<file path="src/design/msdp_pkg.sv">
`timescale 1ns / 1ps
// ============================================================================
// msdp_pkg: shared types and constants of the masked seam finder
// Register map, operation codes, back-pointer and shift-side codes, the
// sequencer states and the configuration bundle.
// ============================================================================
package msdp_pkg;

    localparam int DEF_MAX_LINE_LEN = 512;
    localparam int DEF_MAX_LINES    = 512;
    localparam int DEF_COST_WIDTH   = 32;

    localparam int CFG_AW     = 4;
    localparam int CFG_DW     = 32;
    localparam int LEN_CFG_W  = 10;
    localparam int PEN_W      = 16;
    localparam int ENERGY_W   = 16;
    localparam int OUT_LINE_W = 9;
    localparam int OUT_POS_W  = 9;
    localparam int SIDE_W     = 2;
    localparam int BP_W       = 2;

    localparam logic [LEN_CFG_W-1:0] RST_LINE_LENGTH  = 10'd512;
    localparam logic [LEN_CFG_W-1:0] RST_LINE_COUNT   = 10'd512;
    localparam logic                 RST_TOWARD_START = 1'b1;
    localparam logic [PEN_W-1:0]     RST_SEAM_PENALTY = 16'h8000;

    localparam logic OP_LOAD = 1'b0;
    localparam logic OP_POP  = 1'b1;

    typedef enum logic [1:0] {
        REG_LINE_LENGTH,
        REG_LINE_COUNT,
        REG_TOWARD_START,
        REG_SEAM_PENALTY
    } t_reg;

    typedef enum logic [BP_W-1:0] {
        BP_CENTRE = 2'd0,
        BP_MINUS  = 2'd1,
        BP_PLUS   = 2'd2
    } t_bp;

    typedef enum logic [SIDE_W-1:0] {
        SIDE_START = 2'd0,
        SIDE_END   = 2'd1,
        SIDE_NONE  = 2'd2
    } t_side;

    typedef enum logic [2:0] {
        ST_IDLE,
        ST_FETCH,
        ST_SELECT,
        ST_UPDATE,
        ST_COMMIT,
        ST_TRACE
    } t_state;

    typedef struct packed {
        logic [LEN_CFG_W-1:0] line_length;
        logic [LEN_CFG_W-1:0] line_count;
        logic                 toward_start;
        logic [PEN_W-1:0]     seam_penalty;
    } t_cfg;

endpackage

</file>
<file path="src/design/msdp_regs.sv">
`timescale 1ns / 1ps
// ============================================================================
// msdp_regs: configuration register file
// APB-style slave with zero wait states; holds line length, line count,
// shift preference and seam penalty.
// ============================================================================
module msdp_regs (
    input  logic                         i_clk,
    input  logic                         i_rst_n,
    input  logic                         psel,
    input  logic                         penable,
    input  logic                         pwrite,
    input  logic [msdp_pkg::CFG_AW-1:0]  paddr,
    input  logic [msdp_pkg::CFG_DW-1:0]  pwdata,
    output logic [msdp_pkg::CFG_DW-1:0]  prdata,
    output logic                         pready,
    output msdp_pkg::t_cfg               o_cfg
);
    import msdp_pkg::*;

    t_cfg r_cfg;
    t_reg reg_sel;
    logic wr_en;

    assign pready  = 1'b1;
    assign reg_sel = t_reg'(paddr[CFG_AW-1:2]);
    assign wr_en   = psel && penable && pwrite && pready;

    always_ff @(posedge i_clk) begin
        if (!i_rst_n) begin
            r_cfg.line_length  <= RST_LINE_LENGTH;
            r_cfg.line_count   <= RST_LINE_COUNT;
            r_cfg.toward_start <= RST_TOWARD_START;
            r_cfg.seam_penalty <= RST_SEAM_PENALTY;
        end else if (wr_en) begin
            case (reg_sel)
                REG_LINE_LENGTH:  r_cfg.line_length  <= pwdata[LEN_CFG_W-1:0];
                REG_LINE_COUNT:   r_cfg.line_count   <= pwdata[LEN_CFG_W-1:0];
                REG_TOWARD_START: r_cfg.toward_start <= pwdata[0];
                REG_SEAM_PENALTY: r_cfg.seam_penalty <= pwdata[PEN_W-1:0];
                default: ;
            endcase
        end
    end

    always_comb begin
        case (reg_sel)
            REG_LINE_LENGTH:  prdata = CFG_DW'(r_cfg.line_length);
            REG_LINE_COUNT:   prdata = CFG_DW'(r_cfg.line_count);
            REG_TOWARD_START: prdata = CFG_DW'(r_cfg.toward_start);
            REG_SEAM_PENALTY: prdata = CFG_DW'(r_cfg.seam_penalty);
            default:          prdata = '0;
        endcase
    end

    assign o_cfg = r_cfg;

endmodule

</file>
<file path="config.mk">
export PLATFORM = sky130hd
export DESIGN_NAME = msdp_regs
export DESIGN_NICKNAME = d
export VERILOG_FILES = /design/src/design/msdp_pkg.sv /design/src/design/msdp_regs.sv
export SDC_FILE = /design/constraint.sdc
export NUM_CORES = 1
export LEC_CHECK = 0
export BUFFER_PORTS_ARGS = -buffer_cell sky130_fd_sc_hd__buf_2
export CAP_MARGIN = 30
export CORE_UTILIZATION = 39
export CTS_CLUSTER_DIAMETER = 120
export DETAILED_ROUTE_END_ITERATION = 12
export PLACE_DENSITY = 0.76
export SLEW_MARGIN = 10
export SYNTH_ARGS = -nofsm -noshare
export SYNTH_HDL_FRONTEND = slang
export SYNTH_SLANG_ARGS = --single-unit
</file>
<file path="constraint.sdc">
create_clock -name i_clk -period 1.02 [get_ports i_clk]
set_clock_uncertainty 0.2 [all_clocks]
set_input_delay 0.051 -clock i_clk [delete_from_list [all_inputs] [get_ports i_clk]]
set_output_delay 0.051 -clock i_clk [all_outputs]
set_load 0.005 [all_outputs]
</file>
==> run summary, run 1 <==
run status = complete, but fails checks
failing checks = hold timing, setup timing
ranking of synthesized cells by area = dfxtp_1 (39%), mux2i_1 (23%), nand2_1 (12%)
largest net degree at the start of global routing = 33
Buf+Inv Stages, Crit Path = 1
Worst Hold Margin = -0.125 ns
vias in the first global route = 1770
final cell count without fillers = 379
post-synth design cell area = 1880 um^2
EDFF count, synth = 0
P per Cell Area = 1020 nW/um^2
DRT Pass-1 Iters = 4
Tot GR Track Use = 21.7%
via count = 1854
CTS H-Tree Depth = 2
Final Critical Period = 1.43 ns
CTS max path bufs = 2
synth unique cells = 22
PortBufs = 75
met2 Resource Use GR = 41.1%
Max IR drop VDD = 0.000654 V
clock root buffer = clkbuf_8
CP max-delay cell = mux4_2
cell taking the most area after synthesis = dfxtp_1
Antenna diodes = 0
ys async rst share = 0%
Avg Synthesized Cell Area = 9.26 um^2
fin nets = 368
final setup vio count = 37
clock latency on the worst-skew pair = 0.28 ns
max FFs per register = 37
Die Span X = 71.4 um
Ports = 111
post-synthesis sequential area ratio = 39.4%
DP Wirelength = 3270 um
fillers = 364
RSZ-0062 raised after global routing = true
Req. time, crit path = 0.77 ns
CP top delay family = multiplexers
# Max-Cap Violations = 0
final wirelength = 5530 um
area delta synth->final = 62.5%
CTS Sinks = 37
Core ar. = 4500 um^2
Die ar. = 5100 um^2
Primary FF master, synth = dfxtp_1
Fmax = 697 MHz
chip height = 71.4 um
post-route clock period utilization = 141%
first-pass GRT wire length = 8390 um
crit path capture type = primary output
post-synth top area share = 39.4%
Synth top cells by count = nand2_1 (58), mux2i_1 (44), dfxtp_1 (37)
FP Rows = 24
Starting Density = 41.7%
met3 Track Usage GR = 4.08%
Mapped Cells = 203
CTS tree = yes
Critical Path, Cell by Cell = mux4_2, buf_2
slowest stage delay, CP = 0.44 ns
final max-slew violation count = 0
CTS Buf Count = 5
routability cong. = 0.767
most frequent cell after synthesis = nand2_1
share of post-route cells with drive strength above 1 = 52.3%
DRT antenna net count = 0
antenna violations before repair = 0
Synth warnings = 0
DRC Markers = 0
Critical Path Fanout Max = 2
CTS clock-pin slew for the worst setup and hold paths = 0.07 ns
busiest metal layer after global routing = met2
DR vias/cell = 4.89
worst hold path class = in2reg
DP Cell Count = 336
Setup crit start kind = register
Wirelength per Cell = 14.6 um
CP Class = reg2out
Pleak = 1.50 nW
global route overflow = 0
met1 usage = 24.1%
fin worst setup slack = -0.414 ns
Hold Fails Final Rpt = 2
total power = 0.00311 W
critical path arrival = 1.18 ns
flops & latches, synth = 37
initial drt markers = 84
logic make-up (layout without fill, tap and decap cells):
logic type             count (synthesis)  after routing  synth area share (%)
AOI/OAI and AO/OA                     13             13                  3.86
muxes                                 45             45                  24.6
other                                  2             17                 0.400
and+or+nand+nor                       73             73                  19.4
DFF                                   37             37                  39.4
buffers and inverters                 33            142                  12.2
power by group:
part	internal [W]	leakage, nW	total (W)	switching, W
registers	0.00147	0.314	0.00148	0.0000148
logic	0.000214	1.14	0.000418	0.000204
clock network	0.000710	0.0540	0.00121	0.000498
stage by stage:
step	hold slack, ns	setup TNS [ns]	worst slack (ns)	cell area (um^2)	util [%]
5_1_grt	-0.106	-5.46	-0.455	3050	67.8
6_report	-0.125	-4.05	-0.414	3050	67.8
2_1_floorplan	-0.00690	-0.159	-0.0156	1950	-
4_1_cts	-0.130	-3.93	-0.421	2920	64.9
3_3_place_gp	0.102	-5.17	-0.178	2350	52.3
3_5_place_dp	0.109	-6.31	-0.187	2350	52.3
placed cells by master (no fill, tap or decap), drive strengths merged:
cell type | netlist | routed
dlygate4sd3 | 0 | 16
conb | 2 | 17
nand3 | 1 | 1
clkinv | 0 | 1
nand3b | 1 | 1
and3 | 6 | 6
buf | 26 | 116
mux4 | 1 | 1
nand4b | 1 | 1
mux2i | 44 | 44
o311ai | 2 | 2
inv | 3 | 3
bufinv | 0 | 1
clkbuf | 4 | 5
nand2 | 58 | 58
nor2 | 2 | 2
and2 | 1 | 1
o21ai | 11 | 11
dfxtp | 37 | 37
nor2b | 3 | 3
worst register-to-register path, cell delays in order (launching register included):
cell and delay (ns):
dfxtp_2 0.32, buf_4 0.12, buf_6 0.10, buf_6 0.11, nand2_2 0.04, mux2i_1 0.05
final timing paths:
path              cells after the start                      to  slack [ns]                   start
setup / recovery                      2               prdata[0]       -0.41   o_cfg[0]$_SDFFE_PN0P_
hold / removal                        3  o_cfg[15]$_SDFFE_PN1P_       -0.13              pwdata[15]
setup reg to reg                      5   o_cfg[0]$_SDFFE_PN0P_       -0.04   o_cfg[0]$_SDFFE_PN0P_
hold reg to reg                       2  o_cfg[29]$_SDFFE_PN0P_        0.27  o_cfg[29]$_SDFFE_PN0P_
area by class of cell:
cell class | instances | area, um^2 | area share, %
Tap cell | 52 | 65.1 | 2.13
Inverter | 3 | 11.3 | 0.369
Clock inverter | 2 | 35.0 | 1.15
Multi-Input combinational cell | 148 | 983 | 32.2
Clock buffer | 5 | 68.8 | 2.25
Sequential cell | 37 | 786 | 25.7
Timing Repair Buffer | 132 | 1100 | 36.1
timing repair:
action	CTS	global route
pin swaps	0	2
hold buffers	16	1
endpoints found under the setup margin	40	44
hold endpoints to repair	37	5
gates resized for setup	79	25
buffers inserted	12	18
routing by layer:
layer  vias to the layer above  routed length (um)
met5                         -                   0
met4                         0                  71
met1                       893                2230
li1                        887                   -
met2                        65                3040
met3                         9                 188
No activity file was read; power rests on OpenSTA's default activity.
==> run 2, diff against run 1 <==
--- a/config.mk
+++ b/config.mk
@@ -7,10 +7,13 @@
 export LEC_CHECK = 0
 export BUFFER_PORTS_ARGS = -buffer_cell sky130_fd_sc_hd__buf_2
 export CAP_MARGIN = 30
-export CORE_UTILIZATION = 39
+export CELL_PAD_IN_SITES_DETAIL_PLACEMENT = 0
+export CELL_PAD_IN_SITES_GLOBAL_PLACEMENT = 1
+export CORE_UTILIZATION = 27
 export CTS_CLUSTER_DIAMETER = 120
 export DETAILED_ROUTE_END_ITERATION = 12
-export PLACE_DENSITY = 0.76
+export PLACE_DENSITY_LB_ADDON = 0.1
+export RECOVER_POWER = 50
 export SLEW_MARGIN = 10
 export SYNTH_ARGS = -nofsm -noshare
 export SYNTH_HDL_FRONTEND = slang
==> constraint.sdc (replaced) <==
create_clock -name i_clk -period 1.02 [get_ports i_clk]
set_clock_uncertainty 0.2 [all_clocks]
set_input_delay 0.051 -clock i_clk [delete_from_list [all_inputs] [get_ports i_clk]]
set_output_delay 0.051 -clock i_clk [all_outputs]
set_load 0.02 [all_outputs]
==> run 2 against run 1 <==
  * The run still ends with hold timing, setup timing left
  * Worst hold slack improved by 0.058 ns
  * Clock-buffer cell count grew 1
  * Worst setup slack got worse by 0.047 ns
  * Via count shrank 1.7%
  * Largest cell class unchanged
  * Largest power group unchanged
  * Highest routed layer unchanged
==> run summary, run 2 (synthesis results as in run 1) <==
RR Startpoint = o_cfg[17]$_SDFFE_PN0P_
clock network fraction of total power = 40.2% (+1.3 points)
Starting Density = 27.8% (-14 points)
most frequent cells in the layout = buf_6 (73), nand2_1 (56), mux2i_1 (43)
worst hold path class = in2reg
post-placement cell area = 2490 um^2 (+6.0%)
fin nets = 379 (+3.0%)
commonest non-fill, non-tap cell in the layout = buf_6
first-pass GRT wire length = 8570 um (+2.1%)
worst r2r path cells = 5 (unchanged)
final max-slew violation count = 0 (unchanged)
final cell count without fillers = 419 (+11%)
routability cong. = 0.727 (-5.3%)
Setup crit start kind = register
Wirelength per Cell = 13.5 um (-7.6%)
area delta synth->final = 80.4%
final wirelength = 5650 um (+2.2%)
run status = complete, but fails checks
PortBufs = 75 (unchanged)
fillers = 669 (+84%)
DRT antenna net count = 0 (unchanged)
Hold Fails Final Rpt = 1 (-1)
Switching Fraction = 25.7% (+2.6 points)
chip height = 85.4 um (+20%)
Critical Path Fanout Max = 2 (unchanged)
clock root buffer = clkbuf_8
final setup vio count = 47 (+27%)
DRT Pass-1 Iters = 5 (+1)
CTS Sinks = 37 (unchanged)
P per Cell Area = 999 nW/um^2 (-1.9%)
Ports = 111 (unchanged)
Die Span X = 85.4 um (+20%)
Req. time, crit path = 0.77 ns (about the same)
Antenna diodes = 0 (unchanged)
DP Cell Count = 376 (+12%)
largest net degree at the start of global routing = 29 (-12%)
CTS Buf Count = 5 (unchanged)
# Max-Cap Violations = 0 (unchanged)
DR vias/cell = 4.35 (-11%)
pre-CTS setup slack = -0.156 ns (+0.0306 ns)
vias in the first global route = 1771 (+0.056%)
crit path capture type = primary output
initial drt markers = 33 (-61%)
CTS max path bufs = 2 (unchanged)
final instance area = 3390 um^2 (+11%)
Die ar. = 7300 um^2 (+43%)
CP Class = reg2out
failing checks = hold timing, setup timing
Max IR drop VDD = 0.000478 V (-27%)
RSZ-0062 raised after global routing = true
CTS H-Tree Depth = 2 (unchanged)
CTS tree = yes
DP Wirelength = 3870 um (+18%)
final setup TNS = -5.87 ns (-1.82 ns)
post-route clock period utilization = 145% (+4.6 points)
FP Rows = 30 (+25%)
global route overflow = 0 (unchanged)
Core ar. = 6760 um^2 (+50%)
Worst Hold Margin = -0.0673 ns (+0.0579 ns)
NetSw = 0.000871 W (+22%)
CTS clock-pin slew for the worst setup and hold paths = 0.08 ns (about the same)
clock latency on the worst-skew pair = 0.30 ns (+0.02 ns)
max FFs per register = 37 (unchanged)
critical path arrival = 1.23 ns (+0.05 ns)
worst reg-to-reg setup slack = -0.05 ns (about the same)
Internal Power = 0.00252 W (+5.3%)
reg2reg end = o_cfg[17]$_SDFFE_PN0P_
Hold Crit Depth = 3 (unchanged)
HP Start = penable
Flop pwr share = 43.7% (-4.0 points)
Comb pwr share = 16.1% (+2.6 points)
via count = 1823 (-1.7%)
worst-case hold path end point = o_cfg[16]$_SDFFE_PN1P_
Pleak = 1.60 nW (+6.0%)
DRC Markers = 0 (unchanged)
total power = 0.00339 W (+9.0%)
fin worst setup slack = -0.461 ns (-0.0466 ns)
Fmax = 675 MHz (-3.2%)
share of post-route cells with drive strength above 1 = 55.5% (+3.2 points)
antenna violations before repair = 0 (unchanged)
Tot GR Track Use = 15.3% (-6.3 points)
Final Critical Period = 1.48 ns (+0.0466 ns)
run 2: cell count changes in the layout (fill, tap and decap cells not counted), moves of 3 or more:
cell      previous run  this run
o21ai_2              0         4
buf_2               52        19
and3_4               1         4
clkbuf_2             0         4
o21ai_1              9         5
buf_4               17        27
buf_6               44        73
and3_1               5         2
run 2: cell type report:
cell class | instances | area [um^2] | share of cell area, %
repair buffers | 143 | 1360 | 40.0
clock buffers | 6 | 82.6 | 2.44
well taps | 80 | 100 | 2.95
clock inverters | 2 | 37.5 | 1.11
multi-input cells | 148 | 1020 | 30.0
inverters | 3 | 11.3 | 0.332
flip-flops and latches | 37 | 786 | 23.2
run 2: how the worst max path moves through the flow:
stage,start,endpoint,slack (ns),cells after the start
global placement,paddr[3],prdata[1],-0.17,6
global route,o_cfg[17]$_SDFFE_PN0P_,prdata[0],-0.50,2
finish,o_cfg[0]$_SDFFE_PN0P_,prdata[0],-0.46,2
CTS,o_cfg[0]$_SDFFE_PN0P_,prdata[0],-0.47,2
detailed placement,paddr[3],prdata[1],-0.16,6
floorplan,o_cfg[0]$_SDFFE_PN0P_,prdata[0],-0.11,1
run 2: repair_timing:
item,CTS,global route
setup endpoints to repair,53,56
pin swaps,7,4
buffers inserted,8,20
hold buffers,17,1
hold endpoints to repair,37,4
gates resized for setup,145,26
run 2: critical path, cell delays in order (launching register included):
cell and delay, ns:
dfxtp_2 0.32, mux4_2 0.46, buf_6 0.15
run 2: stage by stage:
step | hold slack [ns] | utilization, %
3_3_place_gp | 0.101 | 36.9
5_1_grt | -0.0524 | 50.2
2_1_floorplan | -0.00684 | -
6_report | -0.0673 | 50.2
4_1_cts | -0.0413 | 48.1
3_5_place_dp | 0.109 | 36.9
run 2: power groups by stage:
stage | Clock [W] | Sequential [W] | Combinational, W
after floorplan | 0 | 0.00153 | 0.000285
after global placement | 0 | 0.00151 | 0.000427
after detailed placement | 0 | 0.00151 | 0.000430
after CTS | 0.00139 | 0.00148 | 0.000530
after global routing | 0.00145 | 0.00148 | 0.000585
final | 0.00136 | 0.00148 | 0.000545
run 2: per-layer routing:
layer | GRT usage [%] | wire length, um | vias to the layer above
met3 | 3.60 | 204 | 5
met1 | 19.2 | 2600 | 859
li1 | - | - | 905
met5 | 0 | 0 | -
met4 | 5.00 | 65 | 0
met2 | 25.9 | 2780 | 54
==> run 3, diff against run 2 <==
--- a/config.mk
+++ b/config.mk
@@ -7,12 +7,10 @@
 export LEC_CHECK = 0
 export BUFFER_PORTS_ARGS = -buffer_cell sky130_fd_sc_hd__buf_2
 export CAP_MARGIN = 30
-export CELL_PAD_IN_SITES_DETAIL_PLACEMENT = 0
-export CELL_PAD_IN_SITES_GLOBAL_PLACEMENT = 1
-export CORE_UTILIZATION = 27
+export CORE_UTILIZATION = 39
 export CTS_CLUSTER_DIAMETER = 120
 export DETAILED_ROUTE_END_ITERATION = 12
-export PLACE_DENSITY_LB_ADDON = 0.1
+export PLACE_DENSITY = 0.76
 export RECOVER_POWER = 50
 export SLEW_MARGIN = 10
 export SYNTH_ARGS = -nofsm -noshare
==> run 3 against run 2 <==
  * The run still ends with hold timing, setup timing left
  * Register-to-register slack hardly changed
  * Die area is 30% lower
  * Non-clock buffer count is 5 lower
  * Utilization is 22 points higher
  * Sequential cell count stayed put
==> run summary, run 3 (synthesis results as in run 1) <==
run status = complete, but fails checks
failing checks = hold timing, setup timing
CP max-delay cell = mux4_2
busiest metal layer after global routing = met2
RSZ-0062 raised after global routing = true
chip height = 71.4 um (-16%)
met3 Track Usage GR = 4.22% (+0.62 points)
largest net degree at the start of global routing = 33 (+14%)
Final Critical Period = 1.48 ns (-0.00485 ns)
final setup vio count = 41 (-13%)
routability cong. = 0.733 (+0.87%)
DR vias/cell = 4.84 (+11%)
vias in the first global route = 1774 (+0.17%)
via count = 1863 (+2.2%)
clock network fraction of total power = 34.1% (-6.1 points)
initial drt markers = 89 (+170%)
RR Startpoint = o_cfg[0]$_SDFFE_PN0P_
Internal Power = 0.00224 W (-11%)
first-pass GRT wire length = 8780 um (+2.5%)
Tot GR Track Use = 22.7% (+7.4 points)
CTS H-Tree Depth = 2 (unchanged)
slowest stage delay, CP = 0.47 ns (about the same)
Max IR drop VDD = 0.000971 V (+100%)
met2 Resource Use GR = 40.5% (+15 points)
CP Class = reg2out
share of post-route cells with drive strength above 1 = 55.6% (+0.098 points)
final max-slew violation count = 0 (unchanged)
Hold Fails Final Rpt = 3 (+2)
DRT Pass-1 Iters = 4 (-1)
post-route clock period utilization = 145% (-0.48 points)
CTS max path bufs = 2 (unchanged)
clock root buffer = clkbuf_8
final wirelength = 5670 um (+0.37%)
reg2reg end = o_cfg[0]$_SDFFE_PN0P_
Flop pwr share = 48.7% (+5.0 points)
# Max-Cap Violations = 0 (unchanged)
crit path capture type = primary output
CTS clock-pin slew for the worst setup and hold paths = 0.07 ns (about the same)
DRC Markers = 0 (unchanged)
Wirelength per Cell = 14.7 um (+9.2%)
antenna violations before repair = 0 (unchanged)
Ports = 111 (unchanged)
Critical Path Fanout Max = 2 (unchanged)
DRT antenna net count = 0 (unchanged)
critical path arrival = 1.22 ns (about the same)
Comb pwr share = 17.2% (+1.1 points)
Setup crit start kind = register
Fmax = 678 MHz (+0.33%)
Req. time, crit path = 0.77 ns (about the same)
crit path to = prdata[0]
DP Wirelength = 3380 um (-13%)
commonest non-fill, non-tap cell in the layout = buf_6
worst r2r path cells = 5 (unchanged)
Critical Path, Cell by Cell = mux4_2, buf_6
CTS Buf Count = 5 (unchanged)
critical path depth = 2 (unchanged)
Die Span X = 71.4 um (-16%)
Starting Density = 41.7% (+14 points)
worst hold path class = in2reg
met1 usage = 26.6% (+7.3 points)
Pleak = 1.57 nW (-1.7%)
Worst Hold Margin = -0.111 ns (-0.0434 ns)
Antenna diodes = 0 (unchanged)
CTS Sinks = 37 (unchanged)
clock latency on the worst-skew pair = 0.29 ns (about the same)
P per Cell Area = 933 nW/um^2 (-6.6%)
NetSw = 0.000808 W (-7.3%)
CTS tree = yes
fin worst setup slack = -0.456 ns (+0.00485 ns)
CP top delay family = multiplexers
global route overflow = 0 (unchanged)
Core ar. = 4500 um^2 (-33%)
Switching Fraction = 26.5% (+0.78 points)
PortBufs = 75 (unchanged)
crit path from = o_cfg[0]$_SDFFE_PN0P_
fin util = 72.6% (+22 points)
fillers = 311 (-54%)
worst reg-to-reg setup slack = -0.06 ns (about the same)
fin nets = 374 (-1.3%)
FP Rows = 24 (-20%)
area delta synth->final = 73.9%
Buf+Inv Stages, Crit Path = 1 (unchanged)
most frequent cells in the layout = buf_6 (71), nand2_1 (54), mux2i_1 (41)
max FFs per register = 37 (unchanged)
Die ar. = 5100 um^2 (-30%)
[run 3: cell count changes in the layout (fill, tap and decap cells not counted), sizes merged]
cell and delta:
buf -3, clkbuf +1, clkinvlp -1, bufinv -1, dlygate4sd3 -2
[run 3: area by class of cell]
| type | count | area (um^2) | share of cell area (%) |
|---|---|---|---|
| multi-input cells | 148 | 1030 | 31.5 |
| well taps | 52 | 65.1 | 1.99 |
| clock buffers | 7 | 86.3 | 2.64 |
| flip-flops and latches | 37 | 786 | 24.0 |
| repair buffers | 138 | 1290 | 39.5 |
| inverters | 3 | 11.3 | 0.345 |
[run 3: how the worst min path moves through the flow]
stage / start / to / slack, ns / depth (start not counted)
floorplan: pwdata[10] / o_cfg[10]$_SDFFE_PN0P_ / -0.007 / 2
global placement: pwdata[10] / o_cfg[10]$_SDFFE_PN0P_ / 0.10 / 3
detailed placement: pwdata[11] / o_cfg[11]$_SDFFE_PN0P_ / 0.11 / 3
CTS: pwdata[15] / o_cfg[15]$_SDFFE_PN1P_ / -0.12 / 3
global route: pwdata[15] / o_cfg[15]$_SDFFE_PN1P_ / -0.11 / 3
finish: pwdata[15] / o_cfg[15]$_SDFFE_PN1P_ / -0.11 / 3
[run 3: timing repair]
action                                 CTS  global route
pin swaps                                4             2
endpoints found under the hold margin   37             6
gates cloned                             0             0
gates resized for setup                137            35
hold buffers                            15             1
buffers inserted                        14            20
setup endpoints to repair               53            56
[run 3: worst reg2reg max path: cells and delay by family, from the launching register on]
family | cells | cell delay [ns]
simple gates | 1 | 0.04
buf+inv | 3 | 0.34
mux | 1 | 0.07
flops | 1 | 0.32
[run 3: metal layers]
layer,part of all wire (%),wire (um),vias up
met5,0,0,-
met4,2.9,162,0
met3,3.9,223,16
li1,-,-,900
met1,41,2310,890
met2,53,2980,57
[run 3: through the flow]
| stage | cells | power [W] | setup TNS, ns | worst slack (ns) | cell area, um^2 |
|---|---|---|---|---|---|
| 6_report | 385 | 0.00305 | -5.42 | -0.456 | 3270 |
| 4_1_cts | 373 | 0.00303 | -4.82 | -0.457 | 3090 |
| 5_1_grt | 385 | 0.00314 | -6.59 | -0.479 | 3270 |
| 3_3_place_gp | 337 | 0.00190 | -4.18 | -0.159 | 2360 |
| 2_1_floorplan | 218 | 0.00182 | -0.947 | -0.114 | 1970 |
| 3_5_place_dp | 337 | 0.00191 | -4.89 | -0.163 | 2360 |
[run 3: power groups by stage]
stage / clock, W / sequential [W] / combinational, W
after global placement: 0 / 0.00151 / 0.000394
after CTS: 0.00105 / 0.00148 / 0.000495
final: 0.00104 / 0.00148 / 0.000525
after floorplan: 0 / 0.00153 / 0.000285
after detailed placement: 0 / 0.00151 / 0.000398
after global routing: 0.00109 / 0.00148 / 0.000560
